$ cat config.mk
export PLATFORM = sky130hd
export DESIGN_NAME = echo_pulse_range_meter
export DESIGN_NICKNAME = d
export VERILOG_FILES = /design/src/hdl/epr_pkg.sv /design/src/hdl/echo_pulse_range_meter.sv
export SDC_FILE = /design/constraint.sdc
export NUM_CORES = 1
export LEC_CHECK = 0
export BUFFER_PORTS_ARGS = -buffer_cell sky130_fd_sc_hd__buf_2
export CAP_MARGIN = 20
export CORE_MARGIN = 3
export CORE_UTILIZATION = 57
export CTS_CLUSTER_SIZE = 14
export DETAILED_ROUTE_END_ITERATION = 8
export PLACE_DENSITY = 0.88
export SLEW_MARGIN = 20
export SYNTH_ARGS = -nofsm -noshare
export SYNTH_HDL_FRONTEND = slang
export SYNTH_SLANG_ARGS = --single-unit
$ cat constraint.sdc
create_clock -name aclk -period 4.89 [get_ports aclk]
set_input_delay 0.7335 -clock aclk [delete_from_list [all_inputs] [get_ports aclk]]
set_output_delay 0.7335 -clock aclk [all_outputs]
set_load 0.01 [all_outputs]
$ cat src/hdl/epr_pkg.sv
// ----------------------------------------------------------------------------
// epr_pkg
// types and constants for the echo pulse range meter: measurement phases,
// arithmetic sequencer states, status codes, register indexes, reset values
// ----------------------------------------------------------------------------
package epr_pkg;

    typedef enum logic [1:0] {
        PH_IDLE,
        PH_SETTLE,
        PH_RISE,
        PH_HIGH
    } phase_t;

    typedef enum logic [1:0] {
        SEQ_IDLE,
        SEQ_MUL,
        SEQ_AVG,
        SEQ_DIST
    } seq_t;

    localparam logic [1:0] ST_OK      = 2'd0;
    localparam logic [1:0] ST_TIMEOUT = 2'd1;
    localparam logic [1:0] ST_RANGE   = 2'd2;

    localparam logic [2:0] CFG_SETTLE   = 3'd0;
    localparam logic [2:0] CFG_RISE     = 3'd1;
    localparam logic [2:0] CFG_FALL     = 3'd2;
    localparam logic [2:0] CFG_MIN      = 3'd3;
    localparam logic [2:0] CFG_STRENGTH = 3'd4;

    localparam logic [15:0] SETTLE_RST   = 16'd500;
    localparam logic [15:0] RISE_RST     = 16'd5000;
    localparam logic [15:0] FALL_RST     = 16'd30000;
    localparam logic [15:0] MIN_RST      = 16'd100;
    localparam logic [3:0]  STRENGTH_RST = 4'd0;

    localparam logic [16:0] ELAPSED_MAX  = 17'h1FFFF;
    localparam logic [15:0] WIDTH_MAX    = 16'hFFFF;

    // distance = width * 10 / 58
    localparam logic [5:0]  DIST_DIVISOR = 6'd58;
    localparam int          MUL_STEPS    = 4;
    localparam int          DIV_STEPS    = 20;

endpackage

$ cat src/hdl/echo_pulse_range_meter.sv
// ----------------------------------------------------------------------------
// echo_pulse_range_meter
// ultrasonic time-of-flight sequencer: trigger, settle/rise/high timing,
// exponential width average and bit-serial conversion to millimetres
// ----------------------------------------------------------------------------
//  port group   direction  handshake           word
//  s_*          in         s_valid / s_ready   start_req, us_tick, echo
//  m_*          out        m_valid / m_ready   trigger, done_res, status,
//                                              range_mm, pulse_us
//  cfg_*        in         cfg_wr_en           cfg_index, cfg_wdata
//
//  most words give their result in the cycle after acceptance
//  a good echo width runs a shift-add multiply and two restoring divisions
//  on one shared serial divider (only the distance division on the
//  first good width, which seeds the average)
//  s_ready is low while the multiply or divider runs or an unaccepted result waits in the output reg
//  reset is synchronous, active low, and loads the register defaults
// ----------------------------------------------------------------------------
module echo_pulse_range_meter (
    input  logic        aclk,
    input  logic        aresetn,

    input  logic        cfg_wr_en,
    input  logic [2:0]  cfg_index,
    input  logic [15:0] cfg_wdata,

    input  logic        s_valid,
    output logic        s_ready,
    input  logic        s_start_req,
    input  logic        s_us_tick,
    input  logic        s_echo,

    output logic        m_valid,
    input  logic        m_ready,
    output logic        m_trigger,
    output logic        m_done_res,
    output logic [1:0]  m_status,
    output logic [13:0] m_range_mm,
    output logic [15:0] m_pulse_us
);

    logic [15:0] settle_limit_reg;
    logic [15:0] rise_limit_reg;
    logic [15:0] fall_limit_reg;
    logic [15:0] min_width_reg;
    logic [3:0]  strength_reg;

    epr_pkg::phase_t phase_reg, phase_next;
    epr_pkg::seq_t   seq_reg,   seq_next;
    logic [16:0] elapsed_reg,  elapsed_next;
    logic [15:0] smooth_reg,   smooth_next;
    logic        first_reg,    first_next;
    logic [15:0] last_width_reg, last_width_next;
    logic [4:0]  cnt_reg,      cnt_next;
    logic [19:0] num_reg,      num_next;
    logic [5:0]  rem_reg,      rem_next;

    logic        m_valid_reg,  m_valid_next;
    logic        trig_reg,     trig_next;
    logic        done_reg,     done_next;
    logic [1:0]  status_reg,   status_next;
    logic [13:0] dist_reg,     dist_next;
    logic [15:0] pulse_reg,    pulse_next;

    logic [16:0] el_inc;
    logic [15:0] limit;
    logic        advance;
    logic [15:0] width;
    logic [19:0] mul_step;
    logic [6:0]  div_r;
    logic [6:0]  div_d;
    logic [6:0]  div_sub;
    logic        div_ge;
    logic [19:0] div_num;
    logic [5:0]  div_rem;
    logic [15:0] avg_q;

    assign s_ready       = (seq_reg == epr_pkg::SEQ_IDLE) && (!m_valid_reg || m_ready);
    assign m_valid       = m_valid_reg;
    assign m_trigger     = trig_reg;
    assign m_done_res    = done_reg;
    assign m_status      = status_reg;
    assign m_range_mm    = dist_reg;
    assign m_pulse_us    = pulse_reg;

    // phase timing terms
    always_comb begin
        el_inc = (elapsed_reg < epr_pkg::ELAPSED_MAX)
               ? 17'(elapsed_reg + {16'b0, s_us_tick}) : elapsed_reg;
        width  = el_inc[16] ? epr_pkg::WIDTH_MAX : el_inc[15:0];
        case (phase_reg)
            epr_pkg::PH_SETTLE: begin
                limit   = settle_limit_reg;
                advance = !s_echo;
            end
            epr_pkg::PH_RISE: begin
                limit   = rise_limit_reg;
                advance = s_echo;
            end
            epr_pkg::PH_HIGH: begin
                limit   = fall_limit_reg;
                advance = !s_echo;
            end
            default: begin
                limit   = 16'd0;
                advance = 1'b0;
            end
        endcase
    end

    // serial multiply and restoring divide datapath
    always_comb begin
        mul_step = 20'({num_reg[18:0], 1'b0})
                 + (strength_reg[~cnt_reg[1:0]] ? {4'b0, smooth_reg} : 20'd0);
        div_d    = (seq_reg == epr_pkg::SEQ_AVG)
                 ? 7'({3'b0, strength_reg} + 7'd1) : {1'b0, epr_pkg::DIST_DIVISOR};
        div_r    = {rem_reg, num_reg[19]};
        div_ge   = div_r >= div_d;
        div_sub  = 7'(div_r - div_d);
        div_rem  = div_ge ? div_sub[5:0] : div_r[5:0];
        div_num  = {num_reg[18:0], div_ge};
        avg_q    = div_num[15:0];
    end

    always_comb begin
        phase_next      = phase_reg;
        seq_next        = seq_reg;
        elapsed_next    = elapsed_reg;
        smooth_next     = smooth_reg;
        first_next      = first_reg;
        last_width_next = last_width_reg;
        cnt_next        = cnt_reg;
        num_next        = num_reg;
        rem_next        = rem_reg;
        m_valid_next    = m_valid_reg && !m_ready;
        trig_next       = trig_reg;
        done_next       = done_reg;
        status_next     = status_reg;
        dist_next       = dist_reg;
        pulse_next      = pulse_reg;

        case (seq_reg)
            epr_pkg::SEQ_IDLE: begin
                if (s_valid && s_ready) begin
                    trig_next    = 1'b0;
                    done_next    = 1'b0;
                    status_next  = epr_pkg::ST_OK;
                    dist_next    = 14'd0;
                    m_valid_next = 1'b1;
                    if (phase_reg == epr_pkg::PH_IDLE) begin
                        if (s_start_req) begin
                            trig_next    = 1'b1;
                            phase_next   = epr_pkg::PH_SETTLE;
                            elapsed_next = 17'd0;
                        end
                    end else if (advance) begin
                        elapsed_next = 17'd0;
                        case (phase_reg)
                            epr_pkg::PH_SETTLE: phase_next = epr_pkg::PH_RISE;
                            epr_pkg::PH_RISE:   phase_next = epr_pkg::PH_HIGH;
                            default: begin
                                phase_next      = epr_pkg::PH_IDLE;
                                last_width_next = width;
                                done_next       = 1'b1;
                                if (width < min_width_reg) begin
                                    status_next = epr_pkg::ST_RANGE;
                                end else begin
                                    // good width: result waits for the divider
                                    m_valid_next = 1'b0;
                                    cnt_next     = 5'd0;
                                    rem_next     = 6'd0;
                                    if (first_reg) begin
                                        first_next  = 1'b0;
                                        smooth_next = width;
                                        num_next    = 20'({width, 3'b0})
                                                    + 20'({width, 1'b0});
                                        seq_next    = epr_pkg::SEQ_DIST;
                                    end else begin
                                        num_next = 20'd0;
                                        seq_next = epr_pkg::SEQ_MUL;
                                    end
                                end
                            end
                        endcase
                    end else if (el_inc > {1'b0, limit}) begin
                        done_next    = 1'b1;
                        status_next  = epr_pkg::ST_TIMEOUT;
                        phase_next   = epr_pkg::PH_IDLE;
                        elapsed_next = 17'd0;
                    end else begin
                        elapsed_next = el_inc;
                    end
                    pulse_next = last_width_next;
                end
            end
            epr_pkg::SEQ_MUL: begin
                // old average times strength, msb of strength first
                if (cnt_reg == 5'(epr_pkg::MUL_STEPS - 1)) begin
                    num_next = 20'(mul_step + {4'b0, last_width_reg});
                    cnt_next = 5'd0;
                    seq_next = epr_pkg::SEQ_AVG;
                end else begin
                    num_next = mul_step;
                    cnt_next = 5'(cnt_reg + 5'd1);
                end
            end
            epr_pkg::SEQ_AVG: begin
                num_next = div_num;
                rem_next = div_rem;
                cnt_next = 5'(cnt_reg + 5'd1);
                if (cnt_reg == 5'(epr_pkg::DIV_STEPS - 1)) begin
                    smooth_next = avg_q;
                    num_next    = 20'({avg_q, 3'b0}) + 20'({avg_q, 1'b0});
                    rem_next    = 6'd0;
                    cnt_next    = 5'd0;
                    seq_next    = epr_pkg::SEQ_DIST;
                end
            end
            epr_pkg::SEQ_DIST: begin
                num_next = div_num;
                rem_next = div_rem;
                cnt_next = 5'(cnt_reg + 5'd1);
                if (cnt_reg == 5'(epr_pkg::DIV_STEPS - 1)) begin
                    dist_next    = div_num[13:0];
                    m_valid_next = 1'b1;
                    cnt_next     = 5'd0;
                    seq_next     = epr_pkg::SEQ_IDLE;
                end
            end
            default: begin
                seq_next = epr_pkg::SEQ_IDLE;
            end
        endcase
    end

    always_ff @(posedge aclk) begin
        if (!aresetn) begin
            settle_limit_reg <= epr_pkg::SETTLE_RST;
            rise_limit_reg   <= epr_pkg::RISE_RST;
            fall_limit_reg   <= epr_pkg::FALL_RST;
            min_width_reg    <= epr_pkg::MIN_RST;
            strength_reg     <= epr_pkg::STRENGTH_RST;
        end else if (cfg_wr_en) begin
            case (cfg_index)
                epr_pkg::CFG_SETTLE:   settle_limit_reg <= cfg_wdata;
                epr_pkg::CFG_RISE:     rise_limit_reg   <= cfg_wdata;
                epr_pkg::CFG_FALL:     fall_limit_reg   <= cfg_wdata;
                epr_pkg::CFG_MIN:      min_width_reg    <= cfg_wdata;
                epr_pkg::CFG_STRENGTH: strength_reg     <= cfg_wdata[3:0];
                default: begin
                end
            endcase
        end
    end

    always_ff @(posedge aclk) begin
        if (!aresetn) begin
            phase_reg      <= epr_pkg::PH_IDLE;
            seq_reg        <= epr_pkg::SEQ_IDLE;
            elapsed_reg    <= 17'd0;
            smooth_reg     <= 16'd0;
            first_reg      <= 1'b1;
            last_width_reg <= 16'd0;
            cnt_reg        <= 5'd0;
            m_valid_reg    <= 1'b0;
        end else begin
            phase_reg      <= phase_next;
            seq_reg        <= seq_next;
            elapsed_reg    <= elapsed_next;
            smooth_reg     <= smooth_next;
            first_reg      <= first_next;
            last_width_reg <= last_width_next;
            cnt_reg        <= cnt_next;
            m_valid_reg    <= m_valid_next;
        end
    end

    always_ff @(posedge aclk) begin
        num_reg    <= num_next;
        rem_reg    <= rem_next;
        trig_reg   <= trig_next;
        done_reg   <= done_next;
        status_reg <= status_next;
        dist_reg   <= dist_next;
        pulse_reg  <= pulse_next;
    end

    a_dist_bound: assert property (@(posedge aclk) disable iff (!aresetn)
        m_valid |-> m_range_mm <= 14'd11299)
        else $error("distance out of range");

    a_dist_only_ok: assert property (@(posedge aclk) disable iff (!aresetn)
        m_valid && (m_status != epr_pkg::ST_OK) |-> m_range_mm == 14'd0)
        else $error("distance on a failed measurement");

    a_trig_not_done: assert property (@(posedge aclk) disable iff (!aresetn)
        m_valid |-> !(m_trigger && m_done_res))
        else $error("trigger and done in one word");

    a_busy_idle_phase: assert property (@(posedge aclk) disable iff (!aresetn)
        seq_reg != epr_pkg::SEQ_IDLE |-> phase_reg == epr_pkg::PH_IDLE)
        else $error("arithmetic running during a measurement");

    a_mul_count: assert property (@(posedge aclk) disable iff (!aresetn)
        seq_reg == epr_pkg::SEQ_MUL |-> cnt_reg < 5'(epr_pkg::MUL_STEPS))
        else $error("multiply step count overrun");

endmodule
Yosys cells after proc, flatten, opt, wreduce, memory -nomap -nowiden
Cells that the tools add are included.

word-level totals
  bits in registers = 188
  word-level logic and storage cells = 171
  output and inout port bits = 36

cells by class
  bitwise gates (word level) = 4
  equal/unequal tests = 22
  $add $sub $neg = 8
  multiplexer cells = 81
  order comparisons = 5
  reduce and logical (&&, ||, !) cells = 31

operators with widths
  cell                    count
  $mux W16                12
  $mux W20                8
  $mux W17                5
  $pmux W20 S4            1
  $mux W6                 8
  $pmux W16 S3            1
  $add A19 B17 Y20        2
  $add A20 B16 Y20        2
  $mux W5                 7
  $mux W2                 16
  $pmux W16 S2            1
  $mux W14                2
  $pmux W14 S2            1
  $pmux W6 S3             1
  $add A17 B1 Y17         1
  $gt A17 B16 Y1          1
  $lt A17 B17 Y1 const B  1
  $lt A16 B16 Y1          1
  $ne A2 B2 Y1 const B    8
  $reduce_and A8 Y1       2
  $pmux W5 S3             1
  $mux W1                 12
  $reduce_and A2 Y1       6
  $reduce_and A6 Y1       2
  30 further kinds        49

Logic depth before layout (Yosys ltp)
  depth after elaboration = 11
  gate-level depth with buffers = 26
  mapped depth without buffers = 23

Least setup slack after synthesis
Ideal clock, no wire load.

  kind = flip-flop to flip-flop
  start point = reg seq_reg[0]
  end point = reg num_reg[17], data pin
  path buffers = 3
  period minus slack after synthesis = 5315 ps
  arrival time = 5045 ps
  stages on the path, launching flop included = 26
  data required time = 4620 ps
  setup slack = -425 ps
  library setup time = 270 ps
  cell sequence = dfxtp_1 > inv_1 > ha_1 > clkbuf_1 > inv_1 > clkbuf_1 > nor2_1 > ha_1 > a21oi_1 > o21ai_0 > a21oi_1 > nor2b_1 > o21ai_0 > nand2b_1 > buf_1 > ha_1 > fa_1 > a211o_1 > a21oi_1 > o21ai_0 > o41a_1 > a41oi_1 > or3b_2 > o311ai_0 > a221oi_1 > a31oi_1

between the ends
  longest elaborated chain between the ends = 6
  elaborated cells on any way between the ends = 9
  classes of those cells = 1 x add/sub; 1 x order compare; 3 x eq/ne; 3 x mux; 1 x reduce/logical

RTL lines
  item                    line                           RTL
  start, declared         echo_pulse_range_meter.sv:49   epr_pkg::seq_t seq_reg, seq_next;
  start signal, assigned  echo_pulse_range_meter.sv:259  seq_reg <= epr_pkg::SEQ_IDLE;
  start signal, assigned  echo_pulse_range_meter.sv:268  seq_reg <= seq_next;
  $eq A2 B2 Y1            echo_pulse_range_meter.sv:115  div_d = (seq_reg == epr_pkg::SEQ_AVG)
  $mux W6                 echo_pulse_range_meter.sv:116  ? 7'({3'b0, strength_reg} + 7'd1) : {1'b0, epr_pkg::DIST_DIVISOR};
  $ge A7 B6 Y1            echo_pulse_range_meter.sv:118  div_ge = div_r >= div_d;
  net div_ge              echo_pulse_range_meter.sv:73   logic div_ge;
  $add A19 B17 Y20        echo_pulse_range_meter.sv:213  num_next = 20'({avg_q, 3'b0}) + 20'({avg_q, 1'b0});
  $mux W20                echo_pulse_range_meter.sv:211  if (cnt_reg == 5'(epr_pkg::DIV_STEPS - 1)) begin
  $pmux W20 S4            echo_pulse_range_meter.sv:142  case (seq_reg)
  net num_next[17]        echo_pulse_range_meter.sv:55   logic [19:0] num_reg, num_next;
  end signal, assigned    echo_pulse_range_meter.sv:279  num_reg <= num_next;
  end, declared           echo_pulse_range_meter.sv:55

The timed path passes the listed nets, and every way through them passes these cells.
A chain may end at the register's enable or synchronous reset.

Worst setup path in the final report
  start point = reg cnt_reg[0]
  end point = reg num_reg[19], data pin

between the ends
  longest elaborated chain between the ends = 8
  elaborated cells on any way between the ends = 11
  classes of those cells = 2 x add/sub; 2 x eq/ne; 6 x mux; 1 x bitwise

RTL lines
  item                           line                           RTL
  start, declared                echo_pulse_range_meter.sv:54   logic [4:0] cnt_reg, cnt_next;
  start signal, assigned         echo_pulse_range_meter.sv:273  cnt_reg <= cnt_next;
  $not A2 Y2                     echo_pulse_range_meter.sv:114  + (strength_reg[~cnt_reg[1:0]] ? {4'b0, smooth_reg} : 20'd0);
  $bmux W1 S2                    echo_pulse_range_meter.sv:114
  $mux W1 (implied by the code)  echo_pulse_range_meter.sv:114
  $mux W16                       echo_pulse_range_meter.sv:114
  $add A20 B16 Y20               echo_pulse_range_meter.sv:114
  $add A20 B16 Y20               echo_pulse_range_meter.sv:199  num_next = 20'(mul_step + {4'b0, last_width_reg});
  $mux W20                       echo_pulse_range_meter.sv:198  if (cnt_reg == 5'(epr_pkg::MUL_STEPS - 1)) begin
  $pmux W20 S4 (*)               echo_pulse_range_meter.sv:142
  net num_next[19]               echo_pulse_range_meter.sv:55

Mark *: on every way through the listed nets, which the timed path passes. The rest lies on a longest branch. The select of a mux whose other input is x is not followed.

==> out/metrics.yaml <==
outcome:
  status: "finished clean"
layout:
  area.growth.synth_to_final_pct: 14.6
  fin_util_pct: 67.8
  final_area_um2: 14500
  nFillCells: 1714
  fin_nets: 1791
  drive_above_1_share_pct: 16.2
  largest_reg_flops: 20
synthesis:
  ys_warn_count: 0
  seq_area_frac_synth_pct: 34.5
  synthDistinctLibCells: 82
  avgSynthCellArea_um2: 8.19
  ys_seq_elements: 188
  synth-edff-count: 60
  synthFlopType: "dfxtp_1"
  syn_nets: 1687
  syn_area_um2: 12700
  netlist_instances: 1546
  ys_async_sr_fraction_pct: 0
clock_network:
  clk_pin_slew_ns: 0.07
  htreeDepth: 4
  holdBufCountCts: 0
  cts_buffers: 17
  cts_tree: "yes"
  clk_path_buf_depth: 2
  insertion_delay_ns: 0.44
  cts_sinks: 188
  root_buffer: "clkbuf_16"
sta:
  worst_slack_ns: 0.121
  post-route-period-util_pct: 97.5
  finalSetupTns_ns: 0
  tightest_slew_ns: 1.10
  drv_slew: 0
  finalSetupViolCount: 0
  slew-limit-headroom_pct: 26.1
  min_period_ns: 4.77
  rsz0062_at_grt: "yes"
  max_freq_mhz: 210
  fin_skew_ns: 0.0145
  hold_viol_final: 0
route:
  drc_errors: 0
  drt-total-wl_um: 37700
  num_vias: 12192
  firstDrtPassIters: 8
  drt_iter0_drc: 1617
  final_antenna_net_count: 0
  viasPerCell: 6.29
  wl_per_cell_um: 19.5
critical_path:
  critPathArrivalTime_ns: 4.94
  r2r_start: "cnt_reg[0]"
  path_cells: "mux4_2 -> buf_8 -> and2_1 -> ha_2 -> o21ai_2 -> o21bai_1 -> a21oi_2 -> o21ai_2 -> a21oi_1 -> xnor2_1 -> ha_1 -> a21o_1 -> a21o_1 -> a21oi_2 -> a31oi_1 -> a311o_1 -> nand2_2 -> nor4b_4 -> xnor2_1 -> o221ai_1"
  critPathLaunch: "cnt_reg[0]"
  slowest_delay_ns: 0.57
  cp_max_fo: 14
  slowest_stage: "mux4_2"
  crit_path_end_kind: "flip-flop"
  crit_type: "reg -> reg"
  worstSetupStartpointType: "flip-flop"
  worstPathRequired_ns: 5.06
floorplan:
  dieArea_um2: 24000
  rows: 53
  die_y_um: 155
  ios: 63
  core_um2: 21400
  initial_utilization_pct: 59.1
  die_w_um: 155
grt:
  grt_first_pass_wirelength_um: 60300
  first_global_vias: 11696
  overflow: 0
  antenna_found_initial: 0
  grt_usage_pct: 31.0
  grt_max_degree: 86
pwr:
  seq_power_share_pct: 35.3
  p_sw_uw: 2210
  finalPower_uw: 5680
  ir_drop_v: 0.000243
  power_frac_clock_pct: 23.9
  combPwrFrac_pct: 40.8
  leakagePower_uw: 0.00611
  power.density_nw_per_um2: 392
  switching_share_pct: 38.8
  p_int_uw: 3480
placed_design:
  gp_congestion: 0.998
  dpl_worst_slack_ns: -0.115
  io_buffer_count: 62
  place_area_um2: 13700
  hpwl_um: 27100
hold_path:
  holdCritPathClass: "reg -> reg"
  hp-start: "smooth_reg[11]"
run:
  cap_violations: 0
what timing repair did:
action | CTS | global route
buffers inserted | 2 | 5
setup endpoints to repair | 6 | 7
resized for setup | 8 | 41
pin swaps | 2 | 20
logic make-up after synthesis:
| group | count (synthesis) | synth area share, % |
|---|---|---|
| simple gates | 581 | 21.3 |
| flops | 188 | 34.5 |
| compound gates | 429 | 21.8 |
| mux | 10 | 0.889 |
| fa+ha+maj | 114 | 11.6 |
| xor+xnor | 75 | 5.40 |
| buf+inv | 149 | 4.58 |
worst paths after layout:
path	to	cells after the start	slack [ns]
min	smooth_reg[11]	2	0.45
max	num_reg[19]	20	0.12
max reg2reg	num_reg[19]	20	0.12
min reg2reg	smooth_reg[11]	2	0.45
layout make-up:
class	count	area [µm²]	area share, %
Antenna cell	1	2.50	0.0172
Clock buffer	21	482	3.32
Clock inverter	11	77.6	0.535
Inverter	72	270	1.86
Multi-Input combinational cell	1209	7880	54.3
Sequential cell	188	4370	30.1
Tap cell	275	344	2.37
Timing Repair Buffer	162	1090	7.54
critical path, delay by kind of cell (launching register included):
family                     cells  cell delay, ns
AOI/OAI and AO/OA             11            1.89
adders and majority gates      2            0.72
muxes                          1            0.57
xor gates and xnor gates       2            0.43
and+or+nand+nor                3            0.35
DFF                            1            0.34
buffers and inverters          1            0.19
power by group through the flow:
| stage | sequential (µW) | combinational (µW) | clock [µW] |
|---|---|---|---|
| 4_1_cts | 2000 | 2200 | 1370 |
| 6_report | 2010 | 2320 | 1360 |
| 2_1_floorplan | 2040 | 1440 | 0 |
| 3_3_place_gp | 2030 | 2120 | 0 |
| 5_1_grt | 2020 | 2520 | 1420 |
| 3_5_place_dp | 2040 | 2170 | 0 |
layout by cell type, fill, tap and decap left out, drive strengths merged, types with 29 or more instances in the layout:
| cell type | instances |
|---|---|
| and2 | 36 |
| ha | 109 |
| buf | 162 |
| nor2 | 116 |
| o21ai | 91 |
| nand3 | 73 |
| nand2 | 248 |
| inv | 77 |
| xnor2 | 48 |
| edfxtp | 60 |
| a211oi | 29 |
| dfxtp | 128 |
| a21oi | 154 |
synth_stat cells, drive strengths merged (11+ instances only):
cell type    n  area [µm²]
o22ai       11        68.8
clkbuf      63         236
xor2        27         236
a21oi      154         771
nand2      248         931
xnor2       48         447
a31oi       14         103
or2         20         125
nand2b      11        68.8
a21o        19         143
o21ai       91         459
nor3        16        90.1
buf         14        72.6
a222oi      19         190
and2        36         225
nand3       73         365
dfxtp      128        2560
and3        12        75.1
nor2       116         440
a211oi      29         218
inv         72         270
edfxtp      60        1800
ha         109        1360
o21a        18         135
stage by stage:
step | hold slack, ns | instances
floorplan | 0.424 | 1546
global placement | 0.431 | 1899
detailed placement | 0.438 | 1899
CTS | 0.448 | 1933
global route | 0.473 | 1938
finish | 0.451 | 1939
metal layers:
layer	GRT usage [%]	vias to the layer above	share of wire, %
met5	0	-	0
met2	52.6	598	48
li1	-	5758	-
met1	38.4	5683	38
met4	15.3	0	5.6
met3	5.15	153	7.8
No activity file was read; power rests on OpenSTA's default activity.
